==> src/rtl/lfpid_pkg.sv <==
// Shared types, codes and fixed-point constants for the line-follow PID motor drive.
// No dependencies; imported by every module of the block.
package lfpid_pkg;

	// Field widths.
	localparam int POS_W    = 12;
	localparam int SENS_W   = 10;
	localparam int TICK_W   = 17;
	localparam int SPEED_W  = 8;
	localparam int DIST_W   = 12;
	localparam int ERR_W    = 13;
	localparam int SUM_W    = 32;
	localparam int NUM_SENS = 5;
	localparam int CFG_IDX_W  = 2;
	localparam int CFG_DATA_W = 12;

	// Register indexes on the configuration port.
	localparam logic [CFG_IDX_W-1:0] REG_MAX_SPEED      = 2'd0;
	localparam logic [CFG_IDX_W-1:0] REG_LINE_SETPOINT  = 2'd1;
	localparam logic [CFG_IDX_W-1:0] REG_LINE_THRESHOLD = 2'd2;
	localparam logic [CFG_IDX_W-1:0] REG_STOP_DISTANCE  = 2'd3;

	// Register reset values.
	localparam logic [SPEED_W-1:0] MAX_SPEED_RST     = 8'd20;
	localparam logic [POS_W-1:0]   LINE_SETPOINT_RST = 12'd2000;
	localparam logic [SENS_W-1:0]  LINE_THRESH_RST   = 10'd200;
	localparam logic [DIST_W-1:0]  STOP_DIST_RST     = 12'd75;

	// Stop status codes.
	localparam logic [1:0] STATUS_FOLLOW   = 2'd0;
	localparam logic [1:0] STATUS_CROSS    = 2'd1;
	localparam logic [1:0] STATUS_OBSTACLE = 2'd2;

	// Reciprocals for the constant divisions.
	// floor(x/20)    = (x * 3277) >> 16        for x < 16384
	// floor(x/10000) = (x * 3518437209) >> 45  for any 32-bit x
	// floor(x/370)   = (x * 90688) >> 25       for x < 2^18 (ticks*4/1480 = ticks/370)
	localparam logic [11:0]     ERR_RECIP  = 12'd3277;
	localparam logic [SUM_W-1:0] SUM_RECIP = 32'd3518437209;
	localparam logic [TICK_W-1:0] TICK_RECIP = 17'd90688;

	localparam logic signed [SUM_W-1:0] SUM_MAX = 32'sh7FFF_FFFF;
	localparam logic signed [SUM_W-1:0] SUM_MIN = 32'sh8000_0000;

	// One control sample.
	typedef struct packed {
		logic                               segment_start;
		logic [POS_W-1:0]                   line_position;
		logic [NUM_SENS-1:0][SENS_W-1:0]    sensor;      // index 0 is the leftmost
		logic [TICK_W-1:0]                  echo_ticks;
	} item_t;

	// Terms handed from the tracking stage to the drive stage.
	typedef struct packed {
		logic signed [8:0]       err_term;    // error / 20
		logic signed [14:0]      der_term;    // derivative * 3 / 2
		logic signed [SUM_W-1:0] error_sum;   // saturated running sum
		logic                    crossing;
		logic                    near;
	} mid_t;

	// One result.
	typedef struct packed {
		logic [1:0]         stop_status;
		logic [SPEED_W-1:0] right_drive;
		logic [SPEED_W-1:0] left_drive;
	} res_t;

endpackage

==> src/rtl/lfpid_track.sv <==
// Tracking stage: error, derivative and saturated integral state, line and obstacle detect.
// Depends on lfpid_pkg.
module lfpid_track (
	input  logic                               clk,
	input  logic                               arst_n,
	input  lfpid_pkg::item_t                   item,
	input  logic                               update,
	input  logic [lfpid_pkg::POS_W-1:0]        line_setpoint,
	input  logic [lfpid_pkg::SENS_W-1:0]       line_threshold,
	input  logic [lfpid_pkg::DIST_W-1:0]       stop_distance_mm,
	output lfpid_pkg::mid_t                    mid
);
	import lfpid_pkg::*;

	logic signed [ERR_W-1:0] prev_error_q;
	logic signed [SUM_W-1:0] error_sum_q;

	logic signed [ERR_W-1:0] err;
	logic signed [ERR_W-1:0] prev_eff;
	logic signed [13:0]      der;
	logic signed [SUM_W-1:0] sum_eff;
	logic signed [SUM_W:0]   sum_ext;
	logic signed [SUM_W-1:0] sum_new;
	logic [11:0]             err_mag;
	logic [23:0]             err_prod;
	logic [7:0]              err_quot;
	logic signed [15:0]      der3;
	logic signed [15:0]      der3_adj;
	logic                    crossing;
	logic [33:0]             tick_prod;
	logic [8:0]              tick_quot;
	logic [15:0]             dist_scaled;
	logic [15:0]             stop_scaled;

	always_comb begin
		// A segment start discards the history before this sample.
		prev_eff = item.segment_start ? '0 : prev_error_q;
		sum_eff  = item.segment_start ? '0 : error_sum_q;

		err = $signed({1'b0, item.line_position}) - $signed({1'b0, line_setpoint});
		der = {err[ERR_W-1], err} - {prev_eff[ERR_W-1], prev_eff};

		sum_ext = {sum_eff[SUM_W-1], sum_eff} + {{(SUM_W+1-ERR_W){err[ERR_W-1]}}, err};
		if (sum_ext[SUM_W] != sum_ext[SUM_W-1]) begin
			sum_new = sum_ext[SUM_W] ? SUM_MIN : SUM_MAX;
		end else begin
			sum_new = sum_ext[SUM_W-1:0];
		end

		// Quotients truncate toward zero, so divide the magnitude and restore the sign.
		err_mag  = err[ERR_W-1] ? 12'(-err) : err[11:0];
		err_prod = err_mag * ERR_RECIP;
		err_quot = err_prod[23:16];

		der3     = {der[13], der[13], der} + {der[13], der, 1'b0};
		der3_adj = der3 + {15'd0, der3[15]};

		crossing = 1'b1;
		for (int i = 0; i < NUM_SENS; i++) begin
			if (!(item.sensor[i] > line_threshold)) begin
				crossing = 1'b0;
			end
		end

		// Distance is floor(q*127/5) with q = floor(ticks/370); it is below the
		// limit exactly when q*127 is below five times the limit.
		tick_prod   = item.echo_ticks * TICK_RECIP;
		tick_quot   = tick_prod[33:25];
		dist_scaled = {tick_quot, 7'd0} - {7'd0, tick_quot};
		stop_scaled = {2'd0, stop_distance_mm, 2'd0} + {4'd0, stop_distance_mm};

		mid.err_term  = err[ERR_W-1] ? (9'd0 - {1'b0, err_quot}) : {1'b0, err_quot};
		mid.der_term  = der3_adj[15:1];
		mid.error_sum = sum_new;
		mid.crossing  = crossing;
		mid.near      = dist_scaled < stop_scaled;
	end

	always_ff @(posedge clk or negedge arst_n) begin
		if (!arst_n) begin
			prev_error_q <= '0;
			error_sum_q  <= '0;
		end else if (update) begin
			prev_error_q <= err;
			error_sum_q  <= sum_new;
		end
	end

endmodule

==> src/rtl/lfpid_drive.sv <==
// Drive stage: PID sum, clamp to the speed limit, motor split and stop decision.
// Depends on lfpid_pkg.
module lfpid_drive (
	input  lfpid_pkg::mid_t                 mid,
	input  logic [lfpid_pkg::SPEED_W-1:0]   max_speed,
	output lfpid_pkg::res_t                 res
);
	import lfpid_pkg::*;

	logic                    sum_neg;
	logic [SUM_W-1:0]        sum_mag;
	logic [63:0]             sum_prod;
	logic [17:0]             sum_quot;
	logic signed [18:0]      sum_term;
	logic signed [18:0]      steer;
	logic signed [18:0]      max_s;
	logic signed [18:0]      neg_max;
	logic signed [18:0]      clamped;
	logic signed [18:0]      left;
	logic signed [18:0]      right;

	always_comb begin
		sum_neg  = mid.error_sum[SUM_W-1];
		sum_mag  = sum_neg ? (32'd0 - mid.error_sum) : mid.error_sum;
		sum_prod = sum_mag * SUM_RECIP;
		sum_quot = sum_prod[62:45];
		sum_term = sum_neg ? (19'd0 - {1'b0, sum_quot}) : {1'b0, sum_quot};

		steer = {{10{mid.err_term[8]}}, mid.err_term} + sum_term
		      + {{4{mid.der_term[14]}}, mid.der_term};

		max_s   = {11'd0, max_speed};
		neg_max = 19'sd0 - max_s;
		if (steer > max_s) begin
			clamped = max_s;
		end else if (steer < neg_max) begin
			clamped = neg_max;
		end else begin
			clamped = steer;
		end

		if (clamped < 19'sd0) begin
			left  = max_s + clamped;
			right = max_s;
		end else begin
			left  = max_s;
			right = max_s - clamped;
		end

		// An intersection outranks an obstacle; either one stops both motors.
		if (mid.crossing) begin
			res.stop_status = STATUS_CROSS;
			res.left_drive  = '0;
			res.right_drive = '0;
		end else if (mid.near) begin
			res.stop_status = STATUS_OBSTACLE;
			res.left_drive  = '0;
			res.right_drive = '0;
		end else begin
			res.stop_status = STATUS_FOLLOW;
			res.left_drive  = left[SPEED_W-1:0];
			res.right_drive = right[SPEED_W-1:0];
		end
	end

endmodule

==> src/rtl/line_follow_pid_motor_drive.sv <==
// Top level of the line-follow PID motor drive: stream ports, configuration registers, pipeline.
// Depends on lfpid_pkg, lfpid_track and lfpid_drive.
//
// Usage. Each transaction on the s_axis channel carries one control sample: the line
// position and five reflectance readings in tdata, the echo width in tdata as well, and
// the segment start flag in tuser. Each sample gives exactly one transaction on the
// m_axis channel with the left and right motor drives and the stop status. The user must
// write configuration registers via cfg_we, cfg_index and cfg_data only while the
// block holds no sample, unchecked by the block; no read-back, writes apply at once.
//
// Timing. A sample passes an input register, a register after the tracking stage (error,
// integral, detection) and the result register, which drives m_axis. The integral update
// is a loop from the integral register through the saturating add, and the 32 by 32
// reciprocal multiply for the integral term fills the second stage, so the block takes
// one sample per cycle while the output is not stalled.
//
// Reset. arst_n clears the pipeline valid flags, the previous error and the integral, and
// loads the registers with their default values.
//
// Stalls. Each stage holds its contents only while the stage after it is full and
// stalled, so s_axis_tready is low only when all three registers are full and stalled.
module line_follow_pid_motor_drive (
	input  logic                               clk,
	input  logic                               arst_n,
	// Input stream.
	input  logic                               s_axis_tvalid,
	output logic                               s_axis_tready,
	// tdata from bit 0: line_position[11:0], sensor_a[21:12], sensor_b[31:22],
	// sensor_c[41:32], sensor_d[51:42], sensor_e[61:52], echo_ticks[78:62], zero[79]
	input  logic [79:0]                        s_axis_tdata,
	// tuser: segment_start[0]
	input  logic                               s_axis_tuser,
	// Output stream.
	output logic                               m_axis_tvalid,
	input  logic                               m_axis_tready,
	// tdata from bit 0: left_drive[7:0], right_drive[15:8], stop_status[17:16], zero[23:18]
	output logic [23:0]                        m_axis_tdata,
	// Configuration write port.
	input  logic                               cfg_we,
	input  logic [lfpid_pkg::CFG_IDX_W-1:0]    cfg_index,
	input  logic [lfpid_pkg::CFG_DATA_W-1:0]   cfg_data
);
	import lfpid_pkg::*;

	logic [SPEED_W-1:0] max_speed_q;
	logic [POS_W-1:0]   line_setpoint_q;
	logic [SENS_W-1:0]  line_threshold_q;
	logic [DIST_W-1:0]  stop_distance_q;

	item_t in_item;
	item_t item_s1;
	logic  valid_s1;
	mid_t  mid_comb;
	mid_t  mid_s2;
	logic  valid_s2;
	res_t  res_comb;
	res_t  res_q;
	logic  out_valid_q;

	logic out_ready;
	logic s2_ready;
	logic s1_ready;

	// Unpack the incoming transaction.
	assign in_item.segment_start = s_axis_tuser;
	assign in_item.line_position = s_axis_tdata[11:0];
	assign in_item.sensor[0]     = s_axis_tdata[21:12];
	assign in_item.sensor[1]     = s_axis_tdata[31:22];
	assign in_item.sensor[2]     = s_axis_tdata[41:32];
	assign in_item.sensor[3]     = s_axis_tdata[51:42];
	assign in_item.sensor[4]     = s_axis_tdata[61:52];
	assign in_item.echo_ticks    = s_axis_tdata[78:62];

	// A stage may load when it is empty or when its contents move on in this cycle.
	assign out_ready     = !out_valid_q || m_axis_tready;
	assign s2_ready      = !valid_s2 || out_ready;
	assign s1_ready      = !valid_s1 || s2_ready;
	assign s_axis_tready = s1_ready;

	always_ff @(posedge clk or negedge arst_n) begin
		if (!arst_n) begin
			max_speed_q      <= MAX_SPEED_RST;
			line_setpoint_q  <= LINE_SETPOINT_RST;
			line_threshold_q <= LINE_THRESH_RST;
			stop_distance_q  <= STOP_DIST_RST;
		end else if (cfg_we) begin
			case (cfg_index)
				REG_MAX_SPEED:      max_speed_q      <= cfg_data[SPEED_W-1:0];
				REG_LINE_SETPOINT:  line_setpoint_q  <= cfg_data[POS_W-1:0];
				REG_LINE_THRESHOLD: line_threshold_q <= cfg_data[SENS_W-1:0];
				REG_STOP_DISTANCE:  stop_distance_q  <= cfg_data[DIST_W-1:0];
				default: begin
				end
			endcase
		end
	end

	// Pipeline valid flags.
	always_ff @(posedge clk or negedge arst_n) begin
		if (!arst_n) begin
			valid_s1    <= 1'b0;
			valid_s2    <= 1'b0;
			out_valid_q <= 1'b0;
		end else begin
			if (s1_ready) begin
				valid_s1 <= s_axis_tvalid;
			end
			if (s2_ready) begin
				valid_s2 <= valid_s1;
			end
			if (out_ready) begin
				out_valid_q <= valid_s2;
			end
		end
	end

	// Pipeline payload; no reset needed.
	always_ff @(posedge clk) begin
		if (s_axis_tvalid && s1_ready) begin
			item_s1 <= in_item;
		end
		if (valid_s1 && s2_ready) begin
			mid_s2 <= mid_comb;
		end
		if (valid_s2 && out_ready) begin
			res_q <= res_comb;
		end
	end

	// The controller state advances exactly once, as a sample leaves the first stage.
	lfpid_track u_track (
		.clk              (clk),
		.arst_n           (arst_n),
		.item             (item_s1),
		.update           (valid_s1 && s2_ready),
		.line_setpoint    (line_setpoint_q),
		.line_threshold   (line_threshold_q),
		.stop_distance_mm (stop_distance_q),
		.mid              (mid_comb)
	);

	lfpid_drive u_drive (
		.mid       (mid_s2),
		.max_speed (max_speed_q),
		.res       (res_comb)
	);

	assign m_axis_tvalid = out_valid_q;
	assign m_axis_tdata  = {6'd0, res_q.stop_status, res_q.right_drive, res_q.left_drive};

`ifndef SYNTHESIS
	// An accepted transaction is always held in the first stage on the next cycle.
	a_accept_lands: assert property (@(posedge clk) disable iff (!arst_n)
		s_axis_tvalid && s_axis_tready |=> valid_s1)
		else $error("accepted sample missing from first stage");

	// A sample blocked in the first stage stays there unchanged.
	a_s1_holds: assert property (@(posedge clk) disable iff (!arst_n)
		valid_s1 && !s2_ready |=> valid_s1 && $stable(item_s1))
		else $error("first stage lost a blocked sample");

	// A sample blocked in the second stage stays there unchanged.
	a_s2_holds: assert property (@(posedge clk) disable iff (!arst_n)
		valid_s2 && !out_ready |=> valid_s2 && $stable(mid_s2))
		else $error("second stage lost a blocked sample");

	// While following, one motor runs at the limit and neither exceeds it.
	a_follow_drive: assert property (@(posedge clk) disable iff (!arst_n)
		m_axis_tvalid && (res_q.stop_status == STATUS_FOLLOW) |->
			(res_q.left_drive <= max_speed_q) && (res_q.right_drive <= max_speed_q) &&
			((res_q.left_drive == max_speed_q) || (res_q.right_drive == max_speed_q)))
		else $error("drive outside the speed limit while following");

	// On a stop both motors read zero.
	a_stop_zero: assert property (@(posedge clk) disable iff (!arst_n)
		m_axis_tvalid && (res_q.stop_status != STATUS_FOLLOW) |->
			(res_q.left_drive == '0) && (res_q.right_drive == '0))
		else $error("motor drive on a stop");
`endif

endmodule
==> config.mk <==
export PLATFORM = sky130hd
export DESIGN_NAME = line_follow_pid_motor_drive
export DESIGN_NICKNAME = d
export VERILOG_FILES = /design/src/rtl/lfpid_pkg.sv /design/src/rtl/lfpid_track.sv /design/src/rtl/lfpid_drive.sv /design/src/rtl/line_follow_pid_motor_drive.sv
export SDC_FILE = /design/constraint.sdc
export NUM_CORES = 2
export LEC_CHECK = 0
export BUFFER_PORTS_ARGS = -buffer_cell sky130_fd_sc_hd__buf_2
export CAP_MARGIN = 40
export CORE_UTILIZATION = 60
export CTS_BUF_LIST = sky130_fd_sc_hd__clkbuf_8
export DETAILED_ROUTE_END_ITERATION = 12
export PLACE_DENSITY = 0.74
export SLEW_MARGIN = 20
export SYNTH_ARGS = -nofsm -noshare
export SYNTH_HDL_FRONTEND = slang
export SYNTH_SLANG_ARGS = --single-unit
==> constraint.sdc <==
create_clock -name clk -period 24.6 [get_ports clk]
set_clock_uncertainty 0.15 [all_clocks]
set_input_delay 2.46 -clock clk [delete_from_list [all_inputs] [get_ports clk]]
set_output_delay 2.46 -clock clk [all_outputs]
set_load 0.01 [all_outputs]
==> reports/qor.txt <==
Run status -> finished, final reports clean
DRT Pass-1 Iters -> 6
RSZ-0062 raised after global routing -> false
Remaining antenna violation count after routing -> 0
Total number of vias -> 31000
Drt first-iter violations -> 2146
Number of pins with negative max-slew slack in the final report -> 0
Synthesized cell area -> 0.0421 sq mm
Cells taking the most area after synthesis -> sky130_fd_sc_hd__fa_1 (24%), sky130_fd_sc_hd__ha_1 (22%), sky130_fd_sc_hd__edfxtp_1 (11%), sky130_fd_sc_hd__inv_1 (7.8%), sky130_fd_sc_hd__dfrtp_1 (4.5%)
Area fraction of the dominant cell type after synthesis -> 24.4%
Delay of the slowest cell on the worst path -> 0.61 ns
Setup violation total in the final timing report -> 0
Number of antenna violations at the first check in global routing -> 6
Flip-flop and latch count after synthesis -> 246
Post-synth top flop -> sky130_fd_sc_hd__edfxtp_1
Die X-Extent -> 267 um
Largest net degree at the start of global routing -> 60
Number of synthesized flops with an enable pin -> 156
Port Buffers -> 118
CP Class -> reg -> reg
Site Rows -> 96
Clock Tree Buf Depth -> 3
Yosys warns -> 0
Leading area contributor after synthesis -> sky130_fd_sc_hd__fa_1
Die Area -> 0.0712 sq mm
Slowest stage cell, crit path -> sky130_fd_sc_hd__or4_1
Worst Setup End Kind -> register
Share of async-settable or async-resettable flops after synthesis -> 36.6%
Number of distinct library cell variants in the gate-level netlist after synthesis -> 103
Min setup slack post-route -> 6.17 ns
RD Place Congestion -> 1.02
Number of global-route vias before repair -> 31500
Number of instances in the synthesized netlist -> 4303
Place WS -> 6.18 ns
Total Nets Final -> 5814
Worst max-slew margin expressed relative to the limit -> 39.9%
Residual DRC -> 0
Clk Latency, worst-skew pair -> 0.65 ns
TritonCTS Buffers -> 45
Crit start category -> register
Clock transition at the registers of the reported paths -> 0.06 ns
Share of final-layout standard cells stronger than drive strength 1 -> 8.49%
Shortest clock period the worst path allows after layout -> 18.43 ns
WP data arrival -> 18.64 ns
Post-CTS setup-driven buffer insertion count -> 0
Worst Max-Slew Pin Slew -> 0.899 ns
Top achievable clock speed -> 0.0543 GHz
TritonCTS clock tree -> done
Count of clock tree sinks -> 246
Wire length of the first global-routing pass -> 170 mm
Largest driver fanout on the critical path -> 20
Detail-routed net length per standard cell -> 19.8 um
Standard cell core area -> 0.0689 sq mm
Area added between synthesis and finish -> 6.93%
Cts-stage hold buffer count -> 0
CP Buf/Inv Count -> 8
Sum Neg Setup Slack -> 0 ns
H-tree depth -> 2
Die span in y -> 267 um
Post-cts resize count -> 0
I/O Pins -> 126
Clock Root Buffer -> sky130_fd_sc_hd__clkbuf_8
Final hold violations -> 0
Hold/Removal Path Class -> reg -> reg
Final HPWL DP -> 91.7 mm
Maximum Capacitance Violations -> 0
Wirelength, routed -> 107 mm
Cell family with most CP delay -> adder cells
Total GRT Usage -> 31.2%
Ratio of routed vias to standard cells -> 5.70
Required time reported for the critical path endpoint -> 24.81 ns
Initial core utilization -> 61.0%
Share of the clock period used by the worst path after layout -> 74.9%
Total gr overflow -> 0
Post-synthesis area per instance -> 9.78 sq um
Share of the yosys chip area belonging to registers -> 16.5%
state kept, by name (all words and copies together) (netlist names):
register,cells
u_track.prev_error_q,13
valid_s2,1
m_axis_tvalid,1
u_track.error_sum_q,32
mid_s2,58
line_setpoint_q,12
item_s1,80
max_speed_q,8
stop_distance_q,12
m_axis_tdata,18
valid_s1,1
line_threshold_q,10
cells by family after synthesis:
| kind of cell | count (synthesis) | share of synthesized area [%] |
|---|---|---|
| buffers and inverters | 946 | 8.58 |
| xor gates and xnor gates | 275 | 5.74 |
| DFF | 246 | 16.5 |
| AOI/OAI and AO/OA | 733 | 11.5 |
| adders and majority gates | 1251 | 46.3 |
| muxes | 67 | 1.77 |
| and+or+nand+nor | 784 | 9.59 |
| other | 1 | 0.00891 |
layer usage:
layer | wire length, um | vias up | part of all wire, % | track usage [%]
met4 | 2850 | 2 | 2.7 | 8.12
met3 | 8920 | 177 | 8.3 | 6.57
met2 | 47100 | 1024 | 44 | 48.1
met1 | 48500 | 15100 | 45 | 44.6
met5 | 13 | - | 0.012 | 0
li1 | - | 14700 | - | -
final timing paths:
kind	from	end	depth (start not counted)	slack, ns
worst max-delay path	mid_s2[8]	m_axis_tdata[15]	66	6.17
worst min-delay path	u_track.error_sum_q[22]	u_track.error_sum_q[22]	2	0.32
worst max register to register	mid_s2[8]	m_axis_tdata[15]	66	6.17
worst min register to register	u_track.error_sum_q[22]	u_track.error_sum_q[22]	2	0.32
max in group asynchronous	arst_n	u_track.prev_error_q[7]	2	21.43
min in group asynchronous	arst_n	u_track.error_sum_q[1]	1	1.67
worst min-delay path: cells and delay by family, from the launching register on:
| kind | cells | cell delay, ns |
|---|---|---|
| compound gates | 1 | 0.06 |
| flops | 1 | 0.33 |
| simple gates | 1 | 0.04 |
stage by stage:
step | utilization (%) | cells | hold slack (ns) | area, sq um
2_1_floorplan | - | 4308 | 0.292 | 42100
3_3_place_gp | 63.6 | 5331 | 0.303 | 43900
3_5_place_dp | 63.8 | 5344 | 0.313 | 44000
4_1_cts | 65.2 | 5427 | 0.326 | 45000
5_1_grt | 65.3 | 5434 | 0.351 | 45000
6_report | 65.3 | 5434 | 0.320 | 45000
cell type report:
cell class,instances,area [sq um]
diodes,3,7.51
multi-input cells,3116,31600
flip-flops and latches,246,6960
fillers,5680,23900
repair buffers,174,1050
inverters,881,3310
clock buffers,49,674
clock inverters,34,288
well taps,931,1160
cells in the mapped netlist (all sizes together) (14+ instances only):
cell,count
a21boi,15
nand2b,54
edfxtp,156
o21bai,37
xor2,86
clkbuf,45
mux2,54
inv,881
or3,19
a21oi,212
nand2,209
and3,23
and2,23
buf,20
o31ai,24
nor2,153
o211ai,18
nand4,39
nand3,51
o21a,41
a21o,68
ha,738
nor4,17
nor2b,71
a31oi,17
o21ai,179
nor3,45
xnor2,189
fa,512
or2,25
or4,14
dfrtp,75
dfstp,15
placed cells by master (no fill, tap or decap), drive strengths merged, types with 10 or more instances in the layout:
master and instances:
a211o 12, a211oi 13, a21boi 15, a21o 68, a21oi 212, a311oi 11, a31oi 17, and2 23
and3 23, buf 172, clkbuf 51, clkinv 19, dfrtp 75, dfstp 15, edfxtp 156, fa 512
ha 738, inv 891, mux2 54, mux2i 13, nand2 209, nand2b 54, nand3 51, nand4 39
nor2 153, nor2b 71, nor3 45, nor3b 12, nor4 17, o211ai 18, o21a 41, o21ai 179
o21bai 37, o31ai 24, o41ai 10, or2 25, or3 19, or4 14, xnor2 189, xor2 86
Power is not shown: default switching activity piles up to over one toggle a cycle in this logic, so the estimate is an artifact.
